$ cat config.mk
export PLATFORM = sky130hd
export DESIGN_NAME = lru_key_value_cache
export DESIGN_NICKNAME = d
export VERILOG_FILES = /design/src/hw/rtl/lkvc_pkg.sv /design/src/hw/rtl/lkvc_store.sv /design/src/hw/rtl/lru_key_value_cache.sv
export SDC_FILE = /design/constraint.sdc
export NUM_CORES = 2
export LEC_CHECK = 0
export BUFFER_PORTS_ARGS = -buffer_cell sky130_fd_sc_hd__buf_2
export CAP_MARGIN = 15
export CELL_PAD_IN_SITES_DETAIL_PLACEMENT = 0
export CELL_PAD_IN_SITES_GLOBAL_PLACEMENT = 2
export CORE_ASPECT_RATIO = 0.6
export CORE_MARGIN = 4
export CORE_UTILIZATION = 50
export DETAILED_ROUTE_END_ITERATION = 10
export GPL_TIMING_DRIVEN = 0
export PLACE_DENSITY = 0.88
export SKIP_CTS_REPAIR_TIMING = 1
export SLEW_MARGIN = 0
export SYNTH_ARGS = -nofsm -noshare
export SYNTH_HDL_FRONTEND = slang
export SYNTH_SLANG_ARGS = --single-unit
export TNS_END_PERCENT = 10
$ cat constraint.sdc
create_clock -name aclk -period 8.8 [get_ports aclk]
set_input_delay 0.44 -clock aclk [delete_from_list [all_inputs] [get_ports aclk]]
set_output_delay 0.44 -clock aclk [all_outputs]
set_load 0.02 [all_outputs]
$ cat src/hw/rtl/lkvc_pkg.sv
// Shared types and constants for the LRU key/value cache.
`timescale 1ns / 1ps

package lkvc_pkg;

    localparam int KEY_W    = 32;
    localparam int VALUE_W  = 32;
    localparam int STAMP_W  = 32;
    localparam int ACTION_W = 2;
    localparam int OCC_W    = 5;

    localparam int DEFAULT_ENTRIES = 16;

    // Action codes. Code 3 has no meaning and is answered as a no-op.
    localparam logic [ACTION_W-1:0] ACT_LOOKUP = 2'd0;
    localparam logic [ACTION_W-1:0] ACT_UPDATE = 2'd1;
    localparam logic [ACTION_W-1:0] ACT_CLEAR  = 2'd2;

    typedef struct packed {
        logic [ACTION_W-1:0] action;
        logic [KEY_W-1:0]    key;
        logic [VALUE_W-1:0]  new_value;
    } req_t;

    typedef struct packed {
        logic               hit;
        logic [VALUE_W-1:0] read_value;
        logic               evicted;
        logic [OCC_W-1:0]   occupancy;
    } resp_t;

    // One stored entry: key, value and access-order stamp.
    typedef struct packed {
        logic [KEY_W-1:0]   key;
        logic [VALUE_W-1:0] value;
        logic [STAMP_W-1:0] stamp;
    } entry_t;

endpackage

$ cat src/hw/rtl/lkvc_store.sv
// Entry memory: one write port, one read port with registered read data.
`timescale 1ns / 1ps

module lkvc_store #(
    parameter int ENTRIES = lkvc_pkg::DEFAULT_ENTRIES,
    parameter int IW      = (ENTRIES > 1) ? $clog2(ENTRIES) : 1
) (
    input  logic              aclk,
    input  logic              wr_en,
    input  logic [IW-1:0]     wr_addr,
    input  lkvc_pkg::entry_t  wr_data,
    input  logic              rd_en,
    input  logic [IW-1:0]     rd_addr,
    output lkvc_pkg::entry_t  rd_data
);

    lkvc_pkg::entry_t mem [ENTRIES];
    lkvc_pkg::entry_t rd_data_reg;

    always_ff @(posedge aclk) begin
        if (wr_en) begin
            mem[wr_addr] <= wr_data;
        end
        if (rd_en) begin
            rd_data_reg <= mem[rd_addr];
        end
    end

    assign rd_data = rd_data_reg;

endmodule

$ cat src/hw/rtl/lru_key_value_cache.sv
// Top level of the LRU key/value cache: control, valid bits and entry scan.
`timescale 1ns / 1ps

// Channel   Ports                    Direction  Payload
// request   s_valid s_ready s_data   in         lkvc_pkg::req_t  (action, key, new_value)
// result    m_valid m_ready m_data   out        lkvc_pkg::resp_t (hit, read_value,
//                                               evicted, occupancy)
//
// A lookup or update walks the memory's single read port one entry per cycle in ST_SCAN,
// then waits in ST_DRAIN for the last read data and writes back in ST_FINISH, after which
// the block returns to ST_IDLE before it takes the next request. A clear or an unused
// action code goes from ST_IDLE straight to ST_FINISH. Only one item is in work at a
// time; a finished result waits in the output register, and the next request is taken
// meanwhile, but its write-back waits until that result has been taken. Reset clears
// the valid bits, the entry count and the access counter at once, so the block is
// ready as soon as reset is released.
//
// Each stored entry holds its key, its value and an access-order stamp copied from
// a running counter whenever the entry is used. The scan finds the matching key,
// the lowest free slot and the entry of greatest age (counter minus stamp) in one
// pass; the finishing step then writes back at most one whole entry.

module lru_key_value_cache #(
    parameter int ENTRIES = lkvc_pkg::DEFAULT_ENTRIES
) (
    input  logic             aclk,
    input  logic             aresetn,
    input  logic             s_valid,
    output logic             s_ready,
    input  lkvc_pkg::req_t   s_data,
    output logic             m_valid,
    input  logic             m_ready,
    output lkvc_pkg::resp_t  m_data
);

    localparam int IW = (ENTRIES > 1) ? $clog2(ENTRIES) : 1;
    localparam int CW = $clog2(ENTRIES + 1);

    typedef enum logic [1:0] {
        ST_IDLE,
        ST_SCAN,
        ST_DRAIN,
        ST_FINISH
    } state_t;

    state_t state_reg;

    // Request held for the whole operation.
    lkvc_pkg::req_t req_reg;

    // Scan bookkeeping.
    logic [IW-1:0]                addr_reg;
    logic                         rd_pending_reg;
    logic [IW-1:0]                rd_idx_reg;
    logic                         hit_found_reg;
    logic [IW-1:0]                hit_idx_reg;
    logic [lkvc_pkg::VALUE_W-1:0] hit_value_reg;
    logic                         free_found_reg;
    logic [IW-1:0]                free_idx_reg;
    logic                         old_found_reg;
    logic [IW-1:0]                old_idx_reg;
    logic [lkvc_pkg::STAMP_W-1:0] old_age_reg;

    // Architectural state kept in flip-flops.
    logic [ENTRIES-1:0]           valid_reg;
    logic [CW-1:0]                count_reg;
    logic [lkvc_pkg::STAMP_W-1:0] counter_reg;

    // Output register.
    logic             m_valid_reg;
    lkvc_pkg::resp_t  m_data_reg;

    // Memory ports.
    logic              mem_rd_en;
    lkvc_pkg::entry_t  mem_rd_data;
    logic              mem_wr_en;
    logic [IW-1:0]     mem_wr_addr;
    lkvc_pkg::entry_t  mem_wr_data;

    lkvc_store #(
        .ENTRIES (ENTRIES),
        .IW      (IW)
    ) u_store (
        .aclk    (aclk),
        .wr_en   (mem_wr_en),
        .wr_addr (mem_wr_addr),
        .wr_data (mem_wr_data),
        .rd_en   (mem_rd_en),
        .rd_addr (addr_reg),
        .rd_data (mem_rd_data)
    );

    assign s_ready   = (state_reg == ST_IDLE);
    assign mem_rd_en = (state_reg == ST_SCAN);

    // Per-entry evaluation of the read data that just came back.
    logic                         ent_valid;
    logic                         ent_match;
    logic [lkvc_pkg::STAMP_W-1:0] ent_age;

    assign ent_valid = valid_reg[rd_idx_reg];
    assign ent_match = ent_valid && (mem_rd_data.key == req_reg.key);
    assign ent_age   = counter_reg - mem_rd_data.stamp;

    // Finishing step: decide the write-back and the result.
    logic                         fin_go;
    logic                         touch;
    logic                         set_valid;
    logic [IW-1:0]                ins_slot;
    logic [ENTRIES-1:0]           valid_next;
    logic [CW-1:0]                count_next;
    logic [CW+lkvc_pkg::OCC_W-1:0] count_ext;
    lkvc_pkg::resp_t              resp_next;

    assign fin_go   = (state_reg == ST_FINISH) && (!m_valid_reg || m_ready);
    assign ins_slot = free_found_reg ? free_idx_reg : old_idx_reg;

    always_comb begin
        touch       = 1'b0;
        set_valid   = 1'b0;
        mem_wr_addr = hit_idx_reg;
        mem_wr_data.key   = req_reg.key;
        mem_wr_data.value = req_reg.new_value;
        mem_wr_data.stamp = counter_reg;
        valid_next  = valid_reg;
        count_next  = count_reg;
        resp_next   = '0;
        unique case (req_reg.action)
            lkvc_pkg::ACT_LOOKUP: begin
                if (hit_found_reg) begin
                    touch                = 1'b1;
                    mem_wr_data.value    = hit_value_reg;
                    resp_next.hit        = 1'b1;
                    resp_next.read_value = hit_value_reg;
                end
            end
            lkvc_pkg::ACT_UPDATE: begin
                touch = 1'b1;
                if (hit_found_reg) begin
                    resp_next.hit = 1'b1;
                end else begin
                    set_valid         = 1'b1;
                    mem_wr_addr       = ins_slot;
                    valid_next[ins_slot] = 1'b1;
                    resp_next.evicted = !free_found_reg;
                    if (free_found_reg) begin
                        count_next = count_reg + 1'b1;
                    end
                end
            end
            lkvc_pkg::ACT_CLEAR: begin
                valid_next = '0;
                count_next = '0;
            end
            default: begin
                // Unused action code: nothing changes.
            end
        endcase
        count_ext           = (CW + lkvc_pkg::OCC_W)'(count_next);
        resp_next.occupancy = count_ext[lkvc_pkg::OCC_W-1:0];
    end

    assign mem_wr_en = fin_go && touch;

    always_ff @(posedge aclk) begin
        if (!aresetn) begin
            state_reg      <= ST_IDLE;
            rd_pending_reg <= 1'b0;
            valid_reg      <= '0;
            count_reg      <= '0;
            counter_reg    <= '0;
            m_valid_reg    <= 1'b0;
        end else begin
            // A result taken in the same cycle as a new one is loaded is replaced below.
            if (m_valid_reg && m_ready && !fin_go) begin
                m_valid_reg <= 1'b0;
            end

            rd_pending_reg <= (state_reg == ST_SCAN);
            rd_idx_reg     <= addr_reg;

            // Fold in one entry per cycle while reads are returning.
            if (rd_pending_reg) begin
                if (ent_match && !hit_found_reg) begin
                    hit_found_reg <= 1'b1;
                    hit_idx_reg   <= rd_idx_reg;
                    hit_value_reg <= mem_rd_data.value;
                end
                if (!ent_valid && !free_found_reg) begin
                    free_found_reg <= 1'b1;
                    free_idx_reg   <= rd_idx_reg;
                end
                if (ent_valid && (!old_found_reg || ent_age > old_age_reg)) begin
                    old_found_reg <= 1'b1;
                    old_idx_reg   <= rd_idx_reg;
                    old_age_reg   <= ent_age;
                end
            end

            unique case (state_reg)
                ST_IDLE: begin
                    if (s_valid) begin
                        req_reg        <= s_data;
                        addr_reg       <= '0;
                        hit_found_reg  <= 1'b0;
                        free_found_reg <= 1'b0;
                        old_found_reg  <= 1'b0;
                        if (s_data.action == lkvc_pkg::ACT_LOOKUP ||
                            s_data.action == lkvc_pkg::ACT_UPDATE) begin
                            state_reg <= ST_SCAN;
                        end else begin
                            state_reg <= ST_FINISH;
                        end
                    end
                end
                ST_SCAN: begin
                    if (addr_reg == IW'(ENTRIES - 1)) begin
                        state_reg <= ST_DRAIN;
                    end else begin
                        addr_reg <= addr_reg + 1'b1;
                    end
                end
                ST_DRAIN: begin
                    state_reg <= ST_FINISH;
                end
                ST_FINISH: begin
                    if (fin_go) begin
                        valid_reg   <= valid_next;
                        count_reg   <= count_next;
                        if (touch) begin
                            counter_reg <= counter_reg + 1'b1;
                        end
                        m_valid_reg <= 1'b1;
                        m_data_reg  <= resp_next;
                        state_reg   <= ST_IDLE;
                    end
                end
                default: begin
                    state_reg <= ST_IDLE;
                end
            endcase
        end
    end

    assign m_valid = m_valid_reg;
    assign m_data  = m_data_reg;

    // The entry count always equals the number of set valid bits.
    a_count_matches_valid: assert property (@(posedge aclk) disable iff (!aresetn)
        count_reg == CW'($countones(valid_reg)))
        else $error("entry count differs from valid bits");

    // An eviction happens only when the store is full.
    a_evict_when_full: assert property (@(posedge aclk) disable iff (!aresetn)
        (fin_go && set_valid && !free_found_reg) |-> (count_reg == CW'(ENTRIES)))
        else $error("eviction from a store that is not full");

    // A result never reports both a hit and an eviction.
    a_hit_not_evicted: assert property (@(posedge aclk) disable iff (!aresetn)
        m_valid |-> !(m_data.hit && m_data.evicted))
        else $error("result reports hit and eviction together");

    // After a request transfer, no further request is taken in the next cycle.
    a_one_at_a_time: assert property (@(posedge aclk) disable iff (!aresetn)
        (s_valid && s_ready) |=> !s_ready)
        else $error("request taken while another is in work");

endmodule

### Word-level counts from Yosys, hierarchy flattened

Memory sizes are Yosys's and may differ from the RTL's. A register that Yosys moved wholly into a read port is not among the register bits.
Index checks and enable logic that the tools add are counted.

| cells by class | value |
|---|---|
| add/subtract/negate cells | 4 |
| magnitude comparators | 4 |
| equality and inequality tests | 13 |
| multiplexer cells | 43 |
| bitwise logic cells | 2 |
| reductions and logical operators | 35 |

Operators by type and width:

| kind | number |
|---|---|
| $mux W32 | 2 |
| $mux W33 | 1 |
| $add A32 B1 Y32 const B | 1 |
| $eq A32 B32 Y1 | 1 |
| $gt A32 B32 Y1 | 1 |
| $pmux W16 S2 | 1 |
| $sub A32 B32 Y32 | 1 |
| $reduce_and A3 Y1 | 7 |
| $mux W1 | 20 |
| $mux W4 | 5 |
| $mux W16 | 1 |
| $or A16 B16 Y16 | 1 |
| $lt A4 B5 Y1 const B | 2 |
| $mux W5 | 2 |
| $pmux W5 S2 | 1 |
| $logic_and A1 B1 Y1 | 9 |
| $mux W2 | 4 |
| $ne A2 B2 Y1 const B | 4 |
| $pmux W2 S4 | 1 |
| $pmux W4 S2 | 1 |
| $reduce_and A4 Y1 | 2 |
| $eq A2 B1 Y1 const B | 3 |
| $eq A2 B2 Y1 const B | 3 |
| $logic_not A1 Y1 | 6 |
| 14 further kinds | 21 |

| word-level totals | value |
|---|---|
| flip-flop bits (word level) | 249 |
| memory bits (writable) | 1536 |
| bits of input ports | 70 |
| word-level logic and storage cells | 125 |
| memories | 1 |

Memory list:

| name | words | width | read ports | clocked after Yosys merged registers in | wr ports | line | text |
|---|---|---|---|---|---|---|---|
| u_store.mem | 16 | 96 | 1 | 1 | 1 | lkvc_store.sv:17 | `lkvc_pkg::entry_t mem [ENTRIES];` |

### Longest topological paths before layout

| logic depth | value |
|---|---|
| depth after elaboration | 8 |
| mapped depth | 18 |
| gate-level depth less buffers | 18 |

### Modules after synthesis

From an unflattened synthesis, not the netlist that was laid out.

| unflattened totals | value |
|---|---|
| cell total of the unflattened synthesis | 3503 |
| area, all modules | 72434.5 um^2 |

By module, submodules not included:

| module | instances | cells an instance | area each (um^2) |
|---|---|---|---|
| lkvc_store | 1 | 2460 | 60315.3 |
| lru_key_value_cache | 1 | 1043 | 12119.1 |

### Worst setup path after synthesis

OpenSTA, ideal clock, no wires.

| timing | value |
|---|---|
| path type | reg2reg |
| start point | register counter_reg[0] in the netlist's numbering |
| end point | register old_age_reg[0] in the netlist's numbering, enable pin |
| arrival time | 6.184 ns |
| setup slack | 2.132 ns |
| cell stages (with the launch flop) | 19 |
| path buffers | 0 |
| cell sequence | dfxtp_1 inv_1 ha_1 inv_1 fa_1 a21o_1 a31o_2 a21o_1 a21oi_1 o21a_1 o21ai_0 xor2_1 ha_1 nand4_1 nor4_1 nand2_1 inv_1 a221oi_1 a211oi_1 |

| between the ends | value |
|---|---|
| cells in the longest elaborated chain, start to end | 5 |

Ends and longest elaborated chain:

| item | line | text |
|---|---|---|
| start, declared | lru_key_value_cache.sv:67 | `logic [lkvc_pkg::STAMP_W-1:0] counter_reg;` |
| start signal, assigned | lru_key_value_cache.sv:231 | `counter_reg <= counter_reg + 1'b1;` |
| $sub A32 B32 Y32 | lru_key_value_cache.sv:103 | `assign ent_age = counter_reg - mem_rd_data.stamp;` |
| net ent_age, one bit | lru_key_value_cache.sv:99 | `logic [lkvc_pkg::STAMP_W-1:0] ent_age;` |
| $gt A32 B32 Y1 | lru_key_value_cache.sv:193 | `if (ent_valid && (!old_found_reg \|\| ent_age > old_age_reg)) begin` |
| $logic_or A1 B1 Y1 | lru_key_value_cache.sv:193 |  |
| $logic_and A1 B1 Y1 | lru_key_value_cache.sv:193 |  |
| $reduce_and A3 Y1 (no source line) | n/a |  |
| end signal, assigned | lru_key_value_cache.sv:196 | `old_age_reg <= ent_age;` |
| end, declared | lru_key_value_cache.sv:62 | `logic [lkvc_pkg::STAMP_W-1:0] old_age_reg;` |

The timed path passes the listed nets, and every way through them passes these cells.
A chain may end at the register's enable or synchronous reset.

### Worst setup path after layout

| timing | value |
|---|---|
| start point | register counter_reg[1] in the netlist's numbering |
| end point | register old_age_reg[20] in the netlist's numbering, enable pin |

The elaborated chain is that of the path after synthesis.

==> results.sh <==
export IMPL_cts_num_sinks=1881
export IMPL_drc_errors=0
export IMPL_multiInputGateArea_mm2=0.0160
export IMPL_dp_final_hpwl_um=111000
export IMPL_routabilityCongestion=0.792
export IMPL_fillerInstances=10000
export IMPL_area_growth_pct=15.1
export IMPL_ys_flop_type="edfxtp_1"
export IMPL_fin_crit_sh_pct=68.3
export IMPL_ys_seq_area_share_pct=77.0
export IMPL_netlist_instances=3284
export IMPL_synth_cell_types=61
export IMPL_worst_r2r_endpoint="old_age_reg[20]"
export IMPL_fin_setup_tns_ns=0
export IMPL_top_layer_used="met4"
export IMPL_overflow=0
export IMPL_drt_pass1_iter_count=6
export IMPL_rows=107
export IMPL_rsz0062_at_grt="false"
export IMPL_cap_violations=0
export IMPL_synthTopCellsByArea="edfxtp_1 (75%), mux4_2 (15%), dfxtp_1 (1.6%)"
export IMPL_hold_end="rd_idx_reg[0]"
export IMPL_grt_use_total_pct=23.8
export IMPL_clock_latency_ns=0.80
export IMPL_register_area_mm2=0.0559
export IMPL_htreeDepth=4
export IMPL_finClkSkew_ns=0.0414
export IMPL_min_path_cells=1
export IMPL_syn_cell_area_mm2=0.0726
export IMPL_die_y_um=303
export IMPL_fp_coreArea_mm2=0.143
export IMPL_drt_initial_drc_count=5431
export IMPL_initial_core_util_pct=50.7
export IMPL_yosysTopAreaCellShare_pct=75.5
export IMPL_clock_fmax_ghz=0.166
export IMPL_drt_met1_wl_um=73600
export IMPL_avgSynthCellArea_um2=22.1
export IMPL_port_buffers=110
export IMPL_run_status="finished clean"
export IMPL_dieArea_mm2=0.152
export IMPL_wl_met3_um=19800
export IMPL_netlist_top_cells_count="edfxtp_1 (1824), mux4_2 (485), clkbuf_1 (92), inv_1 (81), xnor2_1 (78)"
export IMPL_grt_start_max_net_pins=50
export IMPL_vdd_ir_drop_worst_v=0.000174
export IMPL_critPathLaunchType="register"
export IMPL_yosysWarnings=0
export IMPL_nets=3872
export IMPL_synth_top_cell_by_area="edfxtp_1"
export IMPL_dieWidth_um=500
export IMPL_final_cell_area_mm2=0.0836
export IMPL_drv_slew=0
export IMPL_ctsRootBufferMaster="clkbuf_16"
export IMPL_wl_um=178000
export IMPL_layout_min_cycle_time_ns=6.01
export IMPL_numCtsBuffers=164
export IMPL_wl_met2_um=81000
export IMPL_num_vias=36100
export IMPL_place_area_mm2=0.0776
export IMPL_tightest_slew_ns=1.27
export IMPL_drive_above_1_share_pct=25.5
export IMPL_hold_violations=0
export IMPL_syn_nets=3428
export IMPL_power_leakage_nw=28.2
export IMPL_reg2reg_slack_ns=2.79
export IMPL_yosysMostFrequentCell="edfxtp_1"
export IMPL_arrival_ns=6.49
export IMPL_wire_per_inst_um=31.0
export IMPL_reg2reg_depth=16
export IMPL_avgViaCountPerCell=6.27
export IMPL_cts_tree="yes"
export IMPL_clockBufferDepth=3
export IMPL_io_pins=111
export IMPL_worst_setup_path_end_kind="register"
export IMPL_hold_start="aresetn"
export IMPL_synthArstFlopShare_pct=0
export IMPL_slew_headroom_pct=15.2
export IMPL_ys_seq_elements=1881
export IMPL_r2r_start="counter_reg[1]"
export IMPL_total_power_mw=20.8
export IMPL_cellPowerDensity_mw_per_mm2=248
export IMPL_grt_pass1_wl_um=258000
export IMPL_holdCritPathClass="in -> reg"
export IMPL_synth_edf_count=1824
export IMPL_ant_nets=0
export IMPL_worstPathRequired_ns=9.28
export IMPL_clk_pin_slew_ns=0.07
export IMPL_grt_pass1_vias=35700
export IMPL_antenna_found_initial=4
export IMPL_critPathKind="reg -> reg"
export IMPL_cp_max_fo=21
export IMPL_largest_reg_flops=1536
export IMPL_setup_viol=0
layer usage:
metal / GRT usage [%] / up-vias
met5: 0 / -
met4: 6.38 / 0
met3: 5.16 / 284
met2: 35.3 / 2324
met1: 36.3 / 19000
li1: - / 14600
worst max-delay path, cell delays in order, from the launching register on:
cell and delay (ns):
dfxtp_1 0.95, ha_1 0.37, nor2b_1 0.16, o2111ai_1 0.46
a21oi_1 0.22, o31ai_2 0.66, o21ai_2 0.29, or3b_1 0.42
and4_1 0.22, ha_1 0.30, nand4_1 0.13, nor4_1 0.28
nand2_1 0.13, inv_1 0.07, a221oi_1 0.11, a211oi_4 0.68
buf_8 0.25
cell type report:
type | count | share of cell area (%)
Sequential cell | 1881 | 66.9
Multi-Input combinational cell | 1183 | 19.1
Timing Repair Buffer | 278 | 3.96
Clock inverter | 69 | 0.731
Buffer | 139 | 0.684
Tap cell | 1907 | 2.86
Inverter | 81 | 0.364
Clock buffer | 226 | 5.39
Antenna cell | 1 | 0.00299
report_power, final:
group	leakage (nW)	internal [mW]	switching, mW
clock network	2.48	3.83	3.17
logic	7.63	1.40	1.92
registers	18.1	10.3	0.169
total	28.2	15.5	5.26
placed cells by master, fill, tap and decap left out, types with 16 or more instances in the layout:
cell           count
clkbuf_16        170
mux4_2           485
and2_1            40
and3_1            36
a21o_1            56
clkinv_1          30
dlygate4sd3_1     67
nand4_1           34
buf_2            150
ha_1              72
nor2_4            16
edfxtp_1        1824
buf_12            63
clkbuf_1         144
xor2_1            19
nand3_1           22
a21oi_1           65
xnor2_1           78
buf_16            23
inv_1             81
nor2_1            56
o21ai_0           27
dfxtp_1           57
nand2_1           66
worst max-delay path by stage:
stage                        start                  to  cells after the start
floorplan           counter_reg[0]      old_age_reg[0]                     18
global placement       req_reg[64]  u_store.mem[4][80]                      6
detailed placement  counter_reg[4]      old_age_reg[9]                     16
CTS                 counter_reg[1]     old_age_reg[20]                     16
global route        counter_reg[4]     old_age_reg[20]                     16
finish              counter_reg[1]     old_age_reg[20]                     16
stage by stage:
step | worst slack [ns] | hold slack [ns] | std cells | utilization, %
after floorplan | 2.13 | 0.400 | 3284 | -
after global placement | -3.80 | 0.401 | 5301 | 52.8
after detailed placement | 2.99 | 0.405 | 5393 | 54.2
after CTS | 2.95 | -0.245 | 5688 | 57.8
after global routing | 2.66 | 0.00542 | 5764 | 58.4
final | 2.79 | 0.0374 | 5765 | 58.4
cells by family after synthesis:
kind of cell | Yosys count | synth area share (%)
XOR/XNOR | 97 | 1.17
multiplexers | 491 | 15.1
AO/OA/AOI/OAI | 202 | 1.80
buffers and inverters | 220 | 1.21
AND/OR/NAND/NOR | 319 | 2.37
flip-flops | 1881 | 77.0
adder cells (fa/ha/maj) | 74 | 1.29
Power figures use the tool's default switching activity.
